$ cat src/rtl/core/ste_pkg.sv
// Types and codes of the sorted table engine.
package ste_pkg;

   // Widths of the transaction fields
   localparam int ACTION_W = 2;
   localparam int VALUE_W  = 32;
   localparam int STATUS_W = 2;
   localparam int INDEX_W  = 5;

   // Action codes
   typedef enum logic [ACTION_W-1:0] {
      ACT_FIND   = 2'd0,
      ACT_INSERT = 2'd1,
      ACT_ERASE  = 2'd2,
      ACT_CLEAR  = 2'd3
   } action_type;

   // Status codes
   localparam logic [STATUS_W-1:0] ST_OK     = 2'd0;
   localparam logic [STATUS_W-1:0] ST_ABSENT = 2'd1;
   localparam logic [STATUS_W-1:0] ST_FULL   = 2'd2;

   // Shift commands broadcast to every cell
   typedef struct packed {
      logic ins;
      logic del;
   } cell_ctrl_type;

endpackage

$ cat src/rtl/core/ste_if.sv
// Request and response channel interfaces of the sorted table engine.
interface ste_req_if;
   logic                                valid;
   logic                                ready;
   logic        [ste_pkg::ACTION_W-1:0] action;
   logic signed [ste_pkg::VALUE_W-1:0]  value;

   modport source (output valid, output action, output value, input ready);
   modport sink   (input valid, input action, input value, output ready);
endinterface

interface ste_rsp_if;
   logic                          valid;
   logic                          ready;
   logic [ste_pkg::STATUS_W-1:0]  status;
   logic [ste_pkg::INDEX_W-1:0]   index;
   logic [ste_pkg::INDEX_W-1:0]   entry_count;

   modport source (output valid, output status, output index, output entry_count,
                   input ready);
   modport sink   (input valid, input status, input index, input entry_count,
                   output ready);
endinterface

$ cat src/rtl/core/ste_cell.sv
// One compare-and-shift cell of the sorted table: holds a single entry.
module ste_cell (
   input  logic                               clock,
   input  logic signed [ste_pkg::VALUE_W-1:0] key,
   input  logic                               valid,
   input  logic                               left_lt,
   input  logic signed [ste_pkg::VALUE_W-1:0] left_entry,
   input  logic signed [ste_pkg::VALUE_W-1:0] right_entry,
   input  ste_pkg::cell_ctrl_type             ctrl,
   output logic                               lt,
   output logic                               pos,
   output logic                               eq,
   output logic signed [ste_pkg::VALUE_W-1:0] entry
);

   logic signed [ste_pkg::VALUE_W-1:0] entry_ff;
   logic signed [ste_pkg::VALUE_W-1:0] entry_in;

   // Compare against the key; stale cells above the count never compare
   assign lt    = valid && (entry_ff < key);
   assign eq    = valid && (entry_ff == key);
   // First cell not less than the key: the lower-bound position
   assign pos   = left_lt && !lt;
   assign entry = entry_ff;

   // Insert: take the key at the position, shift up above it.
   // Erase: from the position up, take the right neighbor.
   always_comb begin
      entry_in = entry_ff;
      if (ctrl.ins) begin
         if (pos) begin
            entry_in = key;
         end else if (!left_lt) begin
            entry_in = left_entry;
         end
      end else if (ctrl.del) begin
         if (!lt) begin
            entry_in = right_entry;
         end
      end
   end

   always_ff @(posedge clock) begin
      entry_ff <= entry_in;
   end

endmodule

$ cat src/rtl/core/sorted_table_engine.sv
// Sorted table engine: a row of compare-and-shift cells keeping signed values in order.
//
// Usage:
//   req_ch carries one transaction per action: action (find, insert, erase,
//   clear) and a signed 32-bit value. rsp_ch returns one transaction per
//   request: status, index and entry_count after the action.
//   Every cell compares its entry with the value in the same cycle; the first
//   cell that is not less than the value marks the position, and on insert or
//   erase the cells above it take their neighbor's entry on the same edge.
//   The response is registered: it is valid in the cycle after the request is accepted.
//   Throughput is one action per cycle while rsp_ch.ready stays high, set by
//   the single compare-and-shift pass through the cell row and the one-deep
//   response register. req_ch.ready is high while the response register is
//   empty or being taken, so a stalled receiver holds one response and
//   back-pressures the request side after that.
//   Reset clears the entry count and the response valid flag; cell contents
//   are not cleared, since cells above the count are never compared.
//   Inserting into a full table returns status full and leaves it unchanged.
module sorted_table_engine #(
   parameter int DEPTH = 16
) (
   input logic        clock,
   input logic        reset,
   ste_req_if.sink    req_ch,
   ste_rsp_if.source  rsp_ch
);

   localparam int CW = $clog2(DEPTH + 1);

   logic                                 fire;
   ste_pkg::action_type                  action;
   ste_pkg::cell_ctrl_type               ctrl;

   logic [DEPTH-1:0]                     lt;
   logic [DEPTH-1:0]                     pos;
   logic [DEPTH-1:0]                     eq;
   logic [DEPTH-1:0]                     left_lt;
   logic signed [ste_pkg::VALUE_W-1:0]   entry       [DEPTH];
   logic signed [ste_pkg::VALUE_W-1:0]   left_entry  [DEPTH];
   logic signed [ste_pkg::VALUE_W-1:0]   right_entry [DEPTH];

   logic [CW-1:0]                        count_ff;
   logic [CW-1:0]                        count_in;
   logic [CW-1:0]                        pos_idx;
   logic                                 found;
   logic                                 full;

   logic                                 rsp_valid_ff;
   logic                                 rsp_valid_in;
   logic [ste_pkg::STATUS_W-1:0]         status_ff;
   logic [ste_pkg::STATUS_W-1:0]         status_in;
   logic [ste_pkg::INDEX_W-1:0]          index_ff;
   logic [ste_pkg::INDEX_W-1:0]          index_in;

   // Handshake
   assign req_ch.ready = !rsp_valid_ff || rsp_ch.ready;
   assign fire         = req_ch.valid && req_ch.ready;
   assign action       = ste_pkg::action_type'(req_ch.action);

   assign found = |(pos & eq);
   assign full  = (count_ff == CW'(DEPTH));

   // Shift commands to the cell row
   assign ctrl.ins = fire && (action == ste_pkg::ACT_INSERT) && !full;
   assign ctrl.del = fire && (action == ste_pkg::ACT_ERASE) && found;

   // Neighbor wiring; the row ends see constants or themselves
   genvar g;
   generate
      for (g = 0; g < DEPTH; g++) begin : g_cell
         if (g == 0) begin : g_first
            assign left_lt[g]    = 1'b1;
            assign left_entry[g] = entry[g];
         end else begin : g_inner
            assign left_lt[g]    = lt[g-1];
            assign left_entry[g] = entry[g-1];
         end
         if (g == DEPTH - 1) begin : g_last
            assign right_entry[g] = entry[g];
         end else begin : g_body
            assign right_entry[g] = entry[g+1];
         end

         ste_cell u_cell (
            .clock       (clock),
            .key         (req_ch.value),
            .valid       (CW'(g) < count_ff),
            .left_lt     (left_lt[g]),
            .left_entry  (left_entry[g]),
            .right_entry (right_entry[g]),
            .ctrl        (ctrl),
            .lt          (lt[g]),
            .pos         (pos[g]),
            .eq          (eq[g]),
            .entry       (entry[g])
         );
      end
   endgenerate

   // Encode the one-hot position
   always_comb begin
      pos_idx = '0;
      for (int i = 0; i < DEPTH; i++) begin
         if (pos[i]) begin
            pos_idx = pos_idx | CW'(i);
         end
      end
   end

   // Result and next count
   always_comb begin
      status_in = ste_pkg::ST_OK;
      index_in  = ste_pkg::INDEX_W'(count_ff);
      count_in  = count_ff;
      case (action)
         ste_pkg::ACT_FIND: begin
            if (found) begin
               index_in = ste_pkg::INDEX_W'(pos_idx);
            end else begin
               status_in = ste_pkg::ST_ABSENT;
            end
         end
         ste_pkg::ACT_INSERT: begin
            if (full) begin
               status_in = ste_pkg::ST_FULL;
            end else begin
               index_in = ste_pkg::INDEX_W'(pos_idx);
               count_in = count_ff + CW'(1);
            end
         end
         ste_pkg::ACT_ERASE: begin
            if (found) begin
               index_in = ste_pkg::INDEX_W'(pos_idx);
               count_in = count_ff - CW'(1);
            end else begin
               status_in = ste_pkg::ST_ABSENT;
            end
         end
         ste_pkg::ACT_CLEAR: begin
            index_in = '0;
            count_in = '0;
         end
         default: begin
            status_in = ste_pkg::ST_OK;
         end
      endcase
   end

   // Response register valid
   always_comb begin
      rsp_valid_in = rsp_valid_ff;
      if (fire) begin
         rsp_valid_in = 1'b1;
      end else if (rsp_ch.ready) begin
         rsp_valid_in = 1'b0;
      end
   end

   // Control state
   always_ff @(posedge clock) begin
      if (reset) begin
         count_ff     <= '0;
         rsp_valid_ff <= 1'b0;
      end else begin
         rsp_valid_ff <= rsp_valid_in;
         if (fire) begin
            count_ff <= count_in;
         end
      end
   end

   // Response payload
   always_ff @(posedge clock) begin
      if (fire) begin
         status_ff <= status_in;
         index_ff  <= index_in;
      end
   end

   assign rsp_ch.valid       = rsp_valid_ff;
   assign rsp_ch.status      = status_ff;
   assign rsp_ch.index       = index_ff;
   assign rsp_ch.entry_count = ste_pkg::INDEX_W'(count_ff);

endmodule

$ cat src/flat_wrapper.sv
// flat-port wrapper written by rule: the top's interface ports become plain ports
module sorted_table_engine_flat 
#(
   parameter int DEPTH = 16
)
  (clock, reset, req_ch_valid, req_ch_action, req_ch_value, req_ch_ready, rsp_ch_valid, rsp_ch_status, rsp_ch_index, rsp_ch_entry_count, rsp_ch_ready);
  ste_req_if req_ch_i ();
  ste_rsp_if rsp_ch_i ();
  input logic clock;
  input logic reset;
  input wire logic [$bits(req_ch_i.valid)-1:0] req_ch_valid;
  input wire logic [$bits(req_ch_i.action)-1:0] req_ch_action;
  input wire logic [$bits(req_ch_i.value)-1:0] req_ch_value;
  output wire logic [$bits(req_ch_i.ready)-1:0] req_ch_ready;
  output wire logic [$bits(rsp_ch_i.valid)-1:0] rsp_ch_valid;
  output wire logic [$bits(rsp_ch_i.status)-1:0] rsp_ch_status;
  output wire logic [$bits(rsp_ch_i.index)-1:0] rsp_ch_index;
  output wire logic [$bits(rsp_ch_i.entry_count)-1:0] rsp_ch_entry_count;
  input wire logic [$bits(rsp_ch_i.ready)-1:0] rsp_ch_ready;
  assign req_ch_i.valid = req_ch_valid;
  assign req_ch_i.action = req_ch_action;
  assign req_ch_i.value = req_ch_value;
  assign req_ch_ready = req_ch_i.ready;
  assign rsp_ch_valid = rsp_ch_i.valid;
  assign rsp_ch_status = rsp_ch_i.status;
  assign rsp_ch_index = rsp_ch_i.index;
  assign rsp_ch_entry_count = rsp_ch_i.entry_count;
  assign rsp_ch_i.ready = rsp_ch_ready;
  sorted_table_engine #(.DEPTH(DEPTH)) u_core (.clock(clock), .reset(reset), .req_ch(req_ch_i), .rsp_ch(rsp_ch_i));
endmodule
$ cat config.mk
export PLATFORM = sky130hd
export DESIGN_NAME = sorted_table_engine_flat
export DESIGN_NICKNAME = d
export VERILOG_FILES = /design/src/rtl/core/ste_pkg.sv /design/src/rtl/core/ste_if.sv /design/src/rtl/core/ste_cell.sv /design/src/rtl/core/sorted_table_engine.sv /design/src/flat_wrapper.sv
export SDC_FILE = /design/constraint.sdc
export NUM_CORES = 2
export LEC_CHECK = 0
export BUFFER_PORTS_ARGS = -buffer_cell sky130_fd_sc_hd__buf_2
export CORE_UTILIZATION = 41
export CTS_CLUSTER_DIAMETER = 120
export DETAILED_ROUTE_END_ITERATION = 6
export PLACE_DENSITY = 0.64
export SLEW_MARGIN = 30
export SYNTH_ARGS = -nofsm -noshare
export SYNTH_HDL_FRONTEND = slang
export SYNTH_SLANG_ARGS = --single-unit
export TNS_END_PERCENT = 20
$ cat constraint.sdc
create_clock -name clock -period 11.3 [get_ports clock]
set_clock_uncertainty 0.05 [all_clocks]
set_input_delay 1.13 -clock clock [delete_from_list [all_inputs] [get_ports clock]]
set_output_delay 1.13 -clock clock [all_outputs]
set_load 0.01 [all_outputs]
# == Yosys cells after proc, flatten, opt, wreduce, memory -nomap -nowiden ==
# Cells that the tools add are included.
# word_totals
ff_bits,525
latch_bits,0
ram_bits,0
mem_bits_ro,0
out_inout_bits,14
elab_cells,304
n_memories,0
# classes
n_addsub,2
multipliers,0
div,0
magnitude_cmp,32
n_eq_ne,53
shift,0
n_mux,102
n_bitwise,1
n_reduce_logical,94
# ops
op,n
$mux 32,76
$eq 32x32->1,16
$lt 32x32->1,16
$logic_and 1x1->1,52
$reduce_and 3->1,15
$ne 3x3->1 const B,14
$lt 4x5->1 const A,8
$mux 4,8
$ne 2x1->1 const B,15
$pmux 5 s3,2
$lt 3x5->1 const A,4
$mux 5,4
$logic_not 1->1,18
$and 16x16->16,1
$reduce_or 16->1,1
$mux 3,4
$lt 1x5->1 const A,2
$lt 2x5->1 const A,2
$ne 2x2->1 const B,4
$mux 2,3
$add 5x1->5 const B,1
$eq 5x5->1 const B,1
$sub 5x1->5 const B,1
$eq 2x2->1 const B,2
10 further kinds,14

# == Logic depth before layout (Yosys ltp) ==
# depth
ltp_word,21
ltp_mapped,16
mapped_depth_nobuf,13

# == Cells and area by module ==
# Synthesis repeated with hierarchy kept, for this count alone.
# unflattened
cells_unflattened,4461
area_unflattened_um2,41891.4
# modules_own_cells
mod,n_inst,cells_each,area_per_inst_um2,seq_area_each_um2
ste_cell,16,270,2547.4,960.9
sorted_table_engine,1,141,1132.3,330.3

# == Worst setup path before layout ==
# Ideal clock, no wire load.
# synth_path
path_type,input to register
from,input port req_ch_value[31]
to,register u_core.g_cell[3].u_cell.entry_ff (netlist bit u_core.g_cell[3].u_cell.entry[0]) (enable)
setup_ps,430
arrival_ps,6403
path_slack_ps,4418
stages,14
path_buffers,1
path_cell_list,clkbuf_1 -> clkinv_1 -> ha_1 -> nand4_1 -> or4_1 -> or2_1 -> or3_1 -> o211ai_2 -> mux2_4 -> nor4b_1 -> a2111o_1 -> o311ai_2 -> a21oi_2 -> a21boi_1
# synth_between
elab_chain_cells,9
# synth_lines
item,line_no,source
from (decl),flat_wrapper.sv:13,input wire logic [$bits(req_ch_i.value)-1:0] req_ch_value;
$lt 32x32->1,ste_cell.sv:20,assign lt = valid && (entry_ff < key);
$logic_and 1x1->1,ste_cell.sv:20,
$logic_not 1->1,-,
$logic_and 1x1->1,ste_cell.sv:23,assign pos = left_lt && !lt;
$and 16x16->16,sorted_table_engine.sv:60,assign found = |(pos & eq);
$reduce_or 16->1,sorted_table_engine.sv:60,
$logic_and 1x1->1,sorted_table_engine.sv:65,assign ctrl.del = fire && (action == ste_pkg::ACT_ERASE) && found;
$reduce_bool 2->1 (no line),-,
$reduce_and 3->1 (no line) *,-,
to (signal assigned),ste_cell.sv:44,entry_ff <= entry_in;
to (decl),ste_cell.sv:16,logic signed [ste_pkg::VALUE_W-1:0] entry_ff;
# Mark *: on every way between the ends. The rest lies on a longest branch, timed or not.
# A chain may end at the register's enable or synchronous reset.

# == Final worst setup path ==
# layout_path
from,input port req_ch_value[29]
to,register u_core.g_cell[9].u_cell.entry_ff (netlist bit u_core.g_cell[9].u_cell.entry[26]) (enable)
# layout_between
elab_chain_cells,9
# layout_lines
item,line_no
$lt 32x32->1,ste_cell.sv:20
$logic_and 1x1->1,ste_cell.sv:20
$logic_not 1->1,-
$logic_and 1x1->1,ste_cell.sv:23
$and 16x16->16,sorted_table_engine.sv:60
$reduce_or 16->1,sorted_table_engine.sv:60
$logic_and 1x1->1,sorted_table_engine.sv:65
$reduce_bool 2->1 (no line),-
$reduce_and 3->1 (no line) *,-
to (signal assigned),ste_cell.sv:44
to (decl),ste_cell.sv:16
# Marked as above.

==> results.md <==
* Slowest CP cell: and2_1
* Starting density of the core at 0.4153
* Clock power frac at 0.413
* Synth Area in Compound Gates at 0.1725
* Status: finished, final reports clean
* Nets@finish at 4558
* FF-to-FF setup slack at 5390 ps
* Crit-path cells: buf_2, clkinv_1, ha_1, nand4_1, or4_1, or2_1, or3_1, o211ai_2, mux2_4, nor4b_1, a2111o_1, o311ai_2, a21oi_2, and2_1, buf_4
* Sw Share at 0.2745
* Initial antenna violation count at 2
* Pins Over Slew Limit at 0
* Tot Pwr at approximately 5.2 mW
* CTS root buf: clkbuf_16
* Post-CTS setup buffer count at 0
* Mean post-synth cell area at 9.454 um2
* Largest net degree at the start of global routing at 250
* Detailed-route wire length per cell at about 21 um
* I/O Buffers at around 50
* CP Launch Type: primary input
* First-pass GRT wire length at about 170 mm
* Clk_lat worst skew at 620 ps
* Drt first pass iters at 6
* CTS max path bufs at 3
* Share of cells above drive strength 1 at 0.06193
* RR Endpoint: u_core.g_cell[9].u_cell.entry[26]
* CP Launch Point: req_ch_value[29]
* Worst VDD drop at 0.0001092 V
* Synthesized-area fraction occupied by adder cells at 0.1688
* Slew of the pin with the lowest slew margin at about 1000 ps
* Most used DFF post-synth: edfxtp_1
* Internal power at between 3 and 4 mW
* Sw Pwr at 1.441 mW
* Fin crit share at 0.6404
* CTS clk-pin slew, worst paths at around 50 ps
* Worst R2R Path Depth at 13
* Final hold vios at 0
* Post-CTS Hold Buffers at 0
* Comb pwr share at 0.155
* Vias/cell at 5.781
* Post-synth EDFFs at 519
* TritonCTS Sinks at between 500 and 600
* Slew HR at 0.3335
* # DRC at 0
* Worst Path Arrival at between 7000 and 8000 ps
* Synth Net Count at 4599
* Vias at 30.62k
* Final HPWL DP at approximately 83 mm
* Ranking of synthesized cells by area: edfxtp_1 (41%), ha_1 (17%), mux2i_1 (7.1%), nand2_1 (6.2%), o21ai_0 (6.1%)
* Fin crit period at ~7200 ps
* Crit-path max cell delay at between 700 and 800 ps
* Core Footprint at 0.09208 mm2
* Final WL at between 100 and 150 mm
* Routability cong. at roughly 1.0
* Synth top area share at 0.4075
* Final antenna-violating net count at 0
* Commonest cells in the netlist: nand2_1 (628), edfxtp_1 (519), ha_1 (516)
* GRT overflow at 0
* Ys Warns at 0
* Fmax at between 100 and 150 MHz
* FF+latch count, synth at ~530
* Worst setup path endpoint: u_core.g_cell[9].u_cell.entry[26]
* Largest family of logic cells by synthesized area: compound AO/OA/AOI/OAI gates
* Die Ht at 307.4 um
* Leakage power at about 17 nW
* # rows at approximately 110
* Num ports at 52
* Area leader, netlist: edfxtp_1
* Seq/Total Area, Yosys at 0.4107
* Power Density at 124.5 mW/mm2
* Layout area overhead at 10.28%
* Cells after Synth at 4045
* Num CTS Buffers at between 60 and 70
* Post-synth design cell area at 0.03824 mm2
* RSZ-0062 raised after global routing: no
* Worst Hold Class: reg2reg
* Hold Slack at 472.8 ps
* Util after Layout at 0.4580
* Required @ worst endpoint at around 12000 ps
* Max-capacitance violation count at 0
* Sequential power share at 0.433
* Mux cell area share after synthesis at 0.07191
* Setup TNS at 0 ps
* Resize count post-CTS at 0
* Fin area at between 0.04 and 0.05 mm2
* Number of global-route vias before repair at 28.79k
* Setup Viol. Count Final at 0
* Worst flop-to-flop path startpoint: u_core.g_cell[14].u_cell.entry[31]
* Total die area at 0.09450 mm2
* Post-synthesis xor/xnor area fraction at 0.001832
* GRT Total Usage at 0.2311
* CTS tree: built
* Setup crit end kind: flip-flop
* H-tree depth at 3
* Synth async-reset ratio at 0
* Distinct cell type count after synthesis at 85
* Post-Synth Simple-Gate Area at 0.1434
* Die span in x at 307.4 um
* Crit path max fanout at 24
* Count leader, synth: nand2_1
* WS Path Type: in2reg
* DR iter-0 viols at about 2.9k
* Placed cell area at about 0.04 mm2
==> placed cells by master (no fill, tap or decap), types with 7 or more instances in the layout <==
master and count:
o21ai_1 120, and2_1 10, o211ai_1 25, clkbuf_1 19
a21o_1 47, o21ai_0 463, nor2_1 271, mux2i_1 271
edfxtp_1 519, nand2b_1 14, a21boi_0 9, buf_4 60
nor2b_1 22, nand3_1 60, a21oi_1 382, a221oi_1 18
and4_1 18, and3_1 10, nor3_1 25, a221o_1 12
buf_2 51, clkbuf_16 71, clkinv_1 40, ha_1 516
a211oi_1 16, o21a_1 7, nand2_1 627, nor4_1 19
inv_1 41, or3_1 9, nand4_1 103
==> power groups by stage <==
stage	logic [mW]	registers [mW]	clock network, mW
finish	0.812	2.27	2.17
global route	0.903	2.28	2.28
CTS	0.804	2.27	2.20
detailed placement	0.801	2.31	0
global placement	0.777	2.31	0
floorplan	0.558	2.29	0
==> cells by family after synthesis <==
group | after synthesis
AOI/OAI and AO/OA | 1182
xor gates and xnor gates | 8
adders and majority gates | 516
buffers and inverters | 303
DFF | 525
muxes | 274
and+or+nand+nor | 1237
==> registers in the layout, indices dropped and copies added, names as in the netlist <==
name,cells
u_core.rsp_ch.valid,1
u_core.rsp_ch.entry_count,5
u_core.g_cell.u_cell.entry,512
u_core.rsp_ch.status,2
u_core.rsp_ch.index,5
==> per-stage QoR <==
step,setup slack [ps],std cells
floorplan,4418,4045
global placement,3758,5173
detailed placement,3529,5177
CTS,4160,5295
global route,3780,5297
finish,4063,5297
==> critical path: cells and delay by family <==
kind / cells / cell delay, ps
compound gates: 4 / 1130
fa+ha+maj: 1 / 630
buf+inv: 3 / 1370
mux: 1 / 370
simple gates: 6 / 2840
==> cell type report <==
class,instances,area [um2]
Clock buffer,93,1889
Clock inverter,25,274.0
Antenna cell,1,2.502
Fill cell,8717,49910
Inverter,72,270.3
Sequential cell,525,15710
Timing Repair Buffer,121,908.4
Tap cell,1243,1555
Multi-Input combinational cell,3217,21570
==> layer usage <==
layer,share of wire,GRT usage
met3,0.064,0.03145
met2,0.45,0.3692
met5,0,0
met4,0.025,0.06607
met1,0.46,0.3254
==> worst min path at each step <==
| stage | from | endpoint | depth (start not counted) |
|---|---|---|---|
| 2_1_floorplan | u_core.g_cell[15].u_cell.entry[0] | u_core.g_cell[14].u_cell.entry[0] | 2 |
| 3_3_place_gp | u_core.rsp_ch.valid | u_core.rsp_ch.valid | 2 |
| 3_5_place_dp | u_core.rsp_ch.valid | u_core.rsp_ch.valid | 2 |
| 4_1_cts | u_core.rsp_ch.valid | u_core.rsp_ch.valid | 2 |
| 5_1_grt | u_core.rsp_ch.valid | u_core.rsp_ch.valid | 2 |
| 6_report | u_core.rsp_ch.valid | u_core.rsp_ch.valid | 2 |
Note: power is estimated with default switching activity, not from simulation.
